--- src/rtl/cif_pkg.sv ---
`default_nettype none

package cif_pkg;

  localparam int MAX_LINE_WIDTH = 1024;
  localparam int MASK_SIZE      = 3;
  localparam int WIN_EDGE       = MASK_SIZE - 1;
  localparam int NTAP           = MASK_SIZE * MASK_SIZE;
  localparam int DIVISOR        = 16;
  localparam int DIV_SHIFT      = $clog2(DIVISOR);

  localparam int PIX_W   = 8;
  localparam int COEF_W  = 8;
  localparam int PROD_W  = PIX_W + COEF_W + 1;
  localparam int SUM_W   = 20;
  localparam int MASK_W  = MASK_SIZE * COEF_W;
  localparam int LW_W    = 11;
  localparam int CNT_W   = $clog2(MAX_LINE_WIDTH);
  localparam int WID_W   = (LW_W > CNT_W + 1) ? LW_W : CNT_W + 1;
  localparam int MIN_LINE_WIDTH = 3;
  localparam int ADDR_W  = 3;
  localparam int CFG_W   = MASK_W;

  // line store word: older row in the upper byte, newer row in the lower byte
  localparam int LS_W    = 2 * PIX_W;

  localparam logic [LW_W-1:0] LW_RESET = LW_W'(1024);
  localparam logic [1:0]      ROW_FULL = 2'(WIN_EDGE);

  typedef enum logic [ADDR_W-1:0] {
    REG_MASK_TOP    = 3'd0,
    REG_MASK_MID    = 3'd1,
    REG_MASK_BOTTOM = 3'd2,
    REG_LINE_WIDTH  = 3'd3,
    REG_DIVIDE      = 3'd4
  } reg_idx_t;

  typedef struct packed {
    logic [PIX_W-1:0] pixel;
    logic             frame_start;
  } pix_in_t;

  typedef struct packed {
    logic signed [SUM_W-1:0] filtered;
    logic                    row_end;
  } pix_out_t;

  typedef struct packed {
    logic [MASK_SIZE-1:0][MASK_W-1:0] mask;
    logic [LW_W-1:0]                  line_width;
    logic                             divide_by_sixteen;
  } cfg_t;

  typedef struct packed {
    logic [MASK_SIZE-1:0][MASK_SIZE-1:0][PIX_W-1:0] pix;
    logic                                           last;
  } win_t;

endpackage

`default_nettype wire

--- src/rtl/cif_mac.sv ---
`default_nettype none

module cif_mac
  import cif_pkg::*;
(
  input  wire logic clk,
  input  wire logic rst_n,
  input  wire cfg_t cfg,
  input  wire logic win_valid,
  output logic      win_ready,
  input  wire win_t win_data,
  output logic      out_valid,
  input  wire logic out_stall,
  output pix_out_t  out_data
);

  logic                     s2_v_r;
  win_t                     s2_win_r;
  logic                     s3_v_r;
  logic signed [PROD_W-1:0] s3_prod_r [NTAP];
  logic signed [PROD_W-1:0] prod_nxt  [NTAP];
  logic                     s3_last_r;
  logic                     out_v_r;
  pix_out_t                 out_r, out_nxt;

  logic out_ready, s3_ready;
  logic signed [SUM_W-1:0] sum, sum_adj;

  assign out_ready = !out_v_r || !out_stall;
  assign s3_ready  = !s3_v_r || out_ready;
  assign win_ready = !s2_v_r || s3_ready;

  always_comb begin
    for (int r = 0; r < MASK_SIZE; r++) begin
      for (int c = 0; c < MASK_SIZE; c++) begin
        prod_nxt[r*MASK_SIZE+c] = PROD_W'($signed({1'b0, s2_win_r.pix[r][c]})
                                * $signed(cfg.mask[r][c*COEF_W +: COEF_W]));
      end
    end
  end

  always_comb begin
    sum = '0;
    for (int i = 0; i < NTAP; i++) begin
      sum = sum + SUM_W'(s3_prod_r[i]);
    end
    // bias negative sums so the shift truncates toward zero
    sum_adj = sum + (sum[SUM_W-1] ? SUM_W'(DIVISOR - 1) : SUM_W'(0));
    out_nxt.filtered = cfg.divide_by_sixteen ? (sum_adj >>> DIV_SHIFT) : sum;
    out_nxt.row_end  = s3_last_r;
  end

  always_ff @(posedge clk) begin
    if (!rst_n) begin
      s2_v_r  <= 1'b0;
      s3_v_r  <= 1'b0;
      out_v_r <= 1'b0;
    end else begin
      if (win_ready) begin
        s2_v_r <= win_valid;
      end
      if (s3_ready) begin
        s3_v_r <= s2_v_r;
      end
      if (out_ready) begin
        out_v_r <= s3_v_r;
      end
    end
  end

  always_ff @(posedge clk) begin
    if (win_ready && win_valid) begin
      s2_win_r <= win_data;
    end
    if (s3_ready && s2_v_r) begin
      for (int i = 0; i < NTAP; i++) begin
        s3_prod_r[i] <= prod_nxt[i];
      end
      s3_last_r <= s2_win_r.last;
    end
    if (out_ready && s3_v_r) begin
      out_r <= out_nxt;
    end
  end

  assign out_valid = out_v_r;
  assign out_data  = out_r;

endmodule

`default_nettype wire

--- config.mk ---
export PLATFORM = sky130hd
export DESIGN_NAME = cif_mac
export DESIGN_NICKNAME = d
export VERILOG_FILES = /design/src/rtl/cif_pkg.sv /design/src/rtl/cif_mac.sv
export SDC_FILE = /design/constraint.sdc
export NUM_CORES = 2
export LEC_CHECK = 0
export ABC_CLOCK_PERIOD_IN_PS = 14200
export BUFFER_PORTS_ARGS = -buffer_cell sky130_fd_sc_hd__clkbuf_2
export CAP_MARGIN = 20
export CORE_UTILIZATION = 40
export DETAILED_ROUTE_END_ITERATION = 6
export GPL_ROUTABILITY_DRIVEN = 0
export GPL_TIMING_DRIVEN = 0
export PLACE_DENSITY = 0.63
export SLEW_MARGIN = 20
export SYNTH_ARGS = -nofsm -noshare
export SYNTH_HDL_FRONTEND = slang
export SYNTH_SLANG_ARGS = --single-unit
--- constraint.sdc ---
create_clock -name clk -period 14.2 [get_ports clk]
set_clock_uncertainty 0.2 [all_clocks]
set_input_delay 2.84 -clock clk [delete_from_list [all_inputs] [get_ports clk]]
set_output_delay 2.84 -clock clk [all_outputs]
set_load 0.01 [all_outputs]
* Word level (Yosys, flattened, before mapping) *
Memories as Yosys holds them, arrays and structs flattened.
Cells that the tools add are included.
Widths: inputs -> output; s select.

word-level totals
  memories kept = 1
  ROM bits = 0
  latch bits = 0
  bits in writable memories = 153
  register bits = 98
  bits of input ports = 161

memory list
  memory     depth  width  rd ports  clocked after memory_dff  write ports  line           text
  s3_prod_r  9      17     9         0                         9            cif_mac.sv:20  logic signed [PROD_W-1:0] s3_prod_r [NTAP];

operators by class
  multipliers = 9
  equality and inequality tests = 0
  add/subtract/negate cells = 9
  bitwise gates (word level) = 0
  reduce and logical (&&, ||, !) cells = 10
  shift-type cells = 0
  multiplexer cells = 4
  divide/modulo/power cells = 0
  $lt $le $gt $ge = 0

operator list
  cell               count
  $mul 9x8->17       9
  $add 20x17->20     5
  $add 19x17->20     1
  $add 20x5->20      1
  $mux 20            1
  $add 18x17->19     1
  $add 17x17->18     1
  $logic_not 1->1    4
  $mux 4             1
  $logic_and 1x1->1  3
  $logic_or 1x1->1   3
  $mux 1             2

* Depth between registers and ports, before layout *
  word-level depth = 11
  gate-level depth with buffers = 25
  gate-level depth less buffers = 23

* Worst setup path before layout *
OpenSTA, ideal clock, no wires.

  path kind = input-to-reg
  from = input out_stall
  to = register s3_last_r (enable)
  cell stages on the path = 2
  path buffers = 0
  data arrival time = 9.860 ns
  data required time = 13.312 ns
  slack = 3.452 ns
  cells stage by stage = and3_1 > nor2b_1

between the ends
  word-level cells in the longest chain between the ends = 4

ends and longest elaborated chain
  element               line           text
  start, declared       cif_mac.sv:13  input wire logic out_stall,
  $logic_not 1->1       cif_mac.sv:29  assign out_ready = !out_v_r || !out_stall;
  $logic_or 1x1->1      cif_mac.sv:29
  $logic_or 1x1->1      cif_mac.sv:30  assign s3_ready = !s3_v_r || out_ready;
  $logic_and 1x1->1     cif_mac.sv:75  if (s3_ready && s2_v_r) begin
  end signal, assigned  cif_mac.sv:79  s3_last_r <= s2_win_r.last;
  end, declared         cif_mac.sv:22  logic s3_last_r;

Every way passes these cells.
A chain may end at the register's enable or synchronous reset.

==> results.md <==
- Slack of the worst reg-to-reg path: 7.06 ns
- Share of Yosys cell area claimed by the top area cell type: 0.2884
- Fraction of registers with async set/reset: 0
- Port bufs: 172
- Detailed-route via count: 20680
- Post-CTS Setup Inserts: 0
- Slowest stage cell, crit path: sky130_fd_sc_hd__fa_1
- Result of the run: completed
- Number of placement rows: 102
- Data required time of the critical path: 14.31 ns
- Most used cells in the layout excluding fill and tap cells: sky130_fd_sc_hd__inv_1, sky130_fd_sc_hd__fa_1, sky130_fd_sc_hd__ha_1, sky130_fd_sc_hd__and2_1, sky130_fd_sc_hd__edfxtp_1
- Worst-path fanout max: 8
- Clk sink count: 251
- Measured slew at the worst slew-check pin: 0.7203 ns
- End of the worst register-to-register path: out_data[20]
- CP cell instances: clkbuf_2 -> and2_1 -> fa_1 -> inv_1 -> fa_1 -> fa_1 -> fa_1 -> inv_1 -> ha_1 -> nor2b_1 -> o21ai_0 -> a21boi_1 -> o21ai_0 -> a21oi_1 -> a41o_1 -> o41a_1 -> xnor2_1
- Post-synthesis instance area: 31510 sq um
- Hold crit path type: reg2reg
- Clock transition time at the flip-flop clock pins of the worst setup and hold paths: 0.06 ns
- Hpwl dp: 57540 um
- Register area share after synthesis: 0.2382
- Count of inserted antenna diode cells: 0
- Post-Synthesis Mean Instance Area: 10.48 sq um
- Total routing resource utilization after global routing: 0.1812
- Final Critical Period: 7.175 ns
- H-Tree Level Count: 2
- Fraction of the core area covered by cells at the end of the flow: 0.4513
- Worst slew slack as a fraction of its limit: 0.5186
- First-pass detailed-route iteration total: 5
- Number of nets with antenna violations after routing: 0
- Floorplan die height: 282.7 um
- Die X-Extent: 282.7 um
- Setup Viol. Count Final: 0
- Depth of the most critical reg-to-reg path: 23
- Cell variety after synth: 77
- Violation count after the first detailed-route iteration: 892
- Post-synthesis to final-layout area growth: 11.32%
- EDFF count, synth: 248
- Number of top-level pins: 184
- Clk Latency, worst-skew pair: 0.56 ns
- Most frequent cell on the critical path: sky130_fd_sc_hd__fa_1
- WS Path Type: in2reg
- Number of maximum-capacitance constraint violations: 0
- Fill cell count: 7350
- Number of nets in the finished design: 4249
- Setup repair after global routing missed its margin: no
- Number of warnings reported in the yosys synthesis log: 0
- Largest net degree at the start of global routing: 31
- Worst setup path startpoint: cfg[14]
- Commonest non-fill, non-tap cell in the layout: sky130_fd_sc_hd__inv_1
- CP peak stage delay: 0.51 ns
- Prevailing post-synth register cell: sky130_fd_sc_hd__edfxtp_1
- Buffer type at the clock tree root: sky130_fd_sc_hd__clkbuf_16
- Via-per-instance ratio: 4.816
- Launch instance of the worst register-to-register path: s3_prod_r[0][109]
- Final hold viol count: 0
- F_max: 0.1394 GHz
- Number of clock buffers inserted by TritonCTS: 36
- Largest cells by area after synthesis: sky130_fd_sc_hd__fa_1, sky130_fd_sc_hd__edfxtp_1, sky130_fd_sc_hd__ha_1
- Area of the core: 77720 sq um
- Vias in the first global route: 21720
- Number of cells on the worst hold path: 0
- Hold EP: s3_last_r
- Wire length of the first global-routing pass: 112900 um
- Biggest area consumer among synthesized cells: sky130_fd_sc_hd__fa_1
- Final max-slew violation count: 0
- Total detailed-routing wirelength: 68540 um
- Number of cells produced by synthesis: 3008
- Flip-flop and latch count after synthesis: 251
- Buffers from clock root to sink, at most: 3
- Total negative setup slack: 0 ns
- Buffers & Inverters on Critical Path: 3
- Number of buffers inserted by hold repair at cts: 0
- Synthesized Nets: 4031
- Wire length per cell after detailed routing: 15.97 um
- Number of cells upsized or downsized after cts: 0
- Element type at the critical path start: primary input
- DRC viols: 0
- Fraction of layout instances using a drive strength above 1: 0.08484
- CTS tree: yes
- Setup Slack @ Placement: 6.519 ns
- Cell family with most CP delay: adder cells
- Worst endpoint data arrival time: 7.28 ns
- Final period util: 0.5053
- Setup slack after layout: 7.025 ns
- Source of the worst hold timing path: s2_win_r[0]
- Initial core utilization: 0.4054
- Total congestion overflow: 0
- Capturing element type of the critical path: flip-flop
- Antenna violations before repair: 0
- Die area: 79910 sq um
cells in the mapped netlist, types with 4 or more instances:
cell                       number
sky130_fd_sc_hd__and2_1       315
sky130_fd_sc_hd__ha_1         408
sky130_fd_sc_hd__a21boi_0      11
sky130_fd_sc_hd__a21o_1        14
sky130_fd_sc_hd__mux2i_1        4
sky130_fd_sc_hd__o41ai_1        7
sky130_fd_sc_hd__xor2_1        12
sky130_fd_sc_hd__clkbuf_1       9
sky130_fd_sc_hd__a21boi_1       6
sky130_fd_sc_hd__o22ai_1        9
sky130_fd_sc_hd__nand2b_1      64
sky130_fd_sc_hd__o21ai_1        4
sky130_fd_sc_hd__or3_1          4
sky130_fd_sc_hd__or2_2         11
sky130_fd_sc_hd__nand4_1        5
sky130_fd_sc_hd__o41a_1         7
sky130_fd_sc_hd__a21oi_1       63
sky130_fd_sc_hd__o21a_1         8
sky130_fd_sc_hd__a31oi_1        9
sky130_fd_sc_hd__nor3_1        20
sky130_fd_sc_hd__edfxtp_1     248
sky130_fd_sc_hd__fa_1         454
sky130_fd_sc_hd__a211oi_1       4
sky130_fd_sc_hd__xnor2_1      111
sky130_fd_sc_hd__nand2_1      237
sky130_fd_sc_hd__nor2_1       130
sky130_fd_sc_hd__o211ai_1       7
sky130_fd_sc_hd__inv_1        659
sky130_fd_sc_hd__a41o_1         8
sky130_fd_sc_hd__nor2b_1       29
sky130_fd_sc_hd__o21ai_0       37
sky130_fd_sc_hd__nand3_1       30
sequential cells by signal, summed over array words and instances, names as in the netlist:
register and count:
s2_v_r 1, s3_v_r 1, s3_last_r 1, out_data 21, s2_win_r 73, out_valid 1, s3_prod_r 153
metrics by stage:
stage          area, sq um  instances  hold slack, ns
2_1_floorplan        31510       3008          0.2003
3_3_place_gp         33670       4220          0.2037
3_5_place_dp         33860       4228          0.2373
4_1_cts              35080       4293          0.2484
5_1_grt              35080       4293          0.2526
6_report             35080       4293          0.2485
per-layer routing:
layer,share of wire,vias up,global-route usage
met5,0,-,0
met3,0.037,62,0.02387
li1,-,9961,-
met1,0.43,10340,0.2289
met4,0.019,0,0.04061
met2,0.52,317,0.3272
worst max path at each step:
stage                         to  cells after the start  slack (ns)
2_1_floorplan          s3_last_r                      2        3.45
3_3_place_gp   s3_prod_r[0][116]                      3        0.29
3_5_place_dp    s3_prod_r[0][16]                     17        6.52
4_1_cts         s3_prod_r[0][16]                     17        7.00
5_1_grt             out_data[20]                     23        6.64
6_report        s3_prod_r[0][16]                     17        7.03
cells by family after synthesis:
family,Yosys count,share of synthesized area
buffers and inverters,670,0.08009
adders and majority gates,862,0.4504
and+or+nand+nor,865,0.1431
DFF,251,0.2382
AOI/OAI and AO/OA,227,0.04967
muxes,7,0.002343
xor gates and xnor gates,126,0.03609
final cells by class:
cell class | instances | area [sq um] | share of cell area
buffer | 11 | 50.05 | 0.001427
clock buffer | 40 | 925.9 | 0.02640
clock inverter | 25 | 289.0 | 0.008240
inverter | 659 | 2474 | 0.07052
multi-input combinational | 2087 | 21500 | 0.6130
sequential | 251 | 7507 | 0.2140
tap | 1040 | 1301 | 0.03710
timing repair buffer | 180 | 1028 | 0.02932
Power is not shown: default switching activity piles up to over one toggle a cycle in this logic, so the estimate is an artifact.
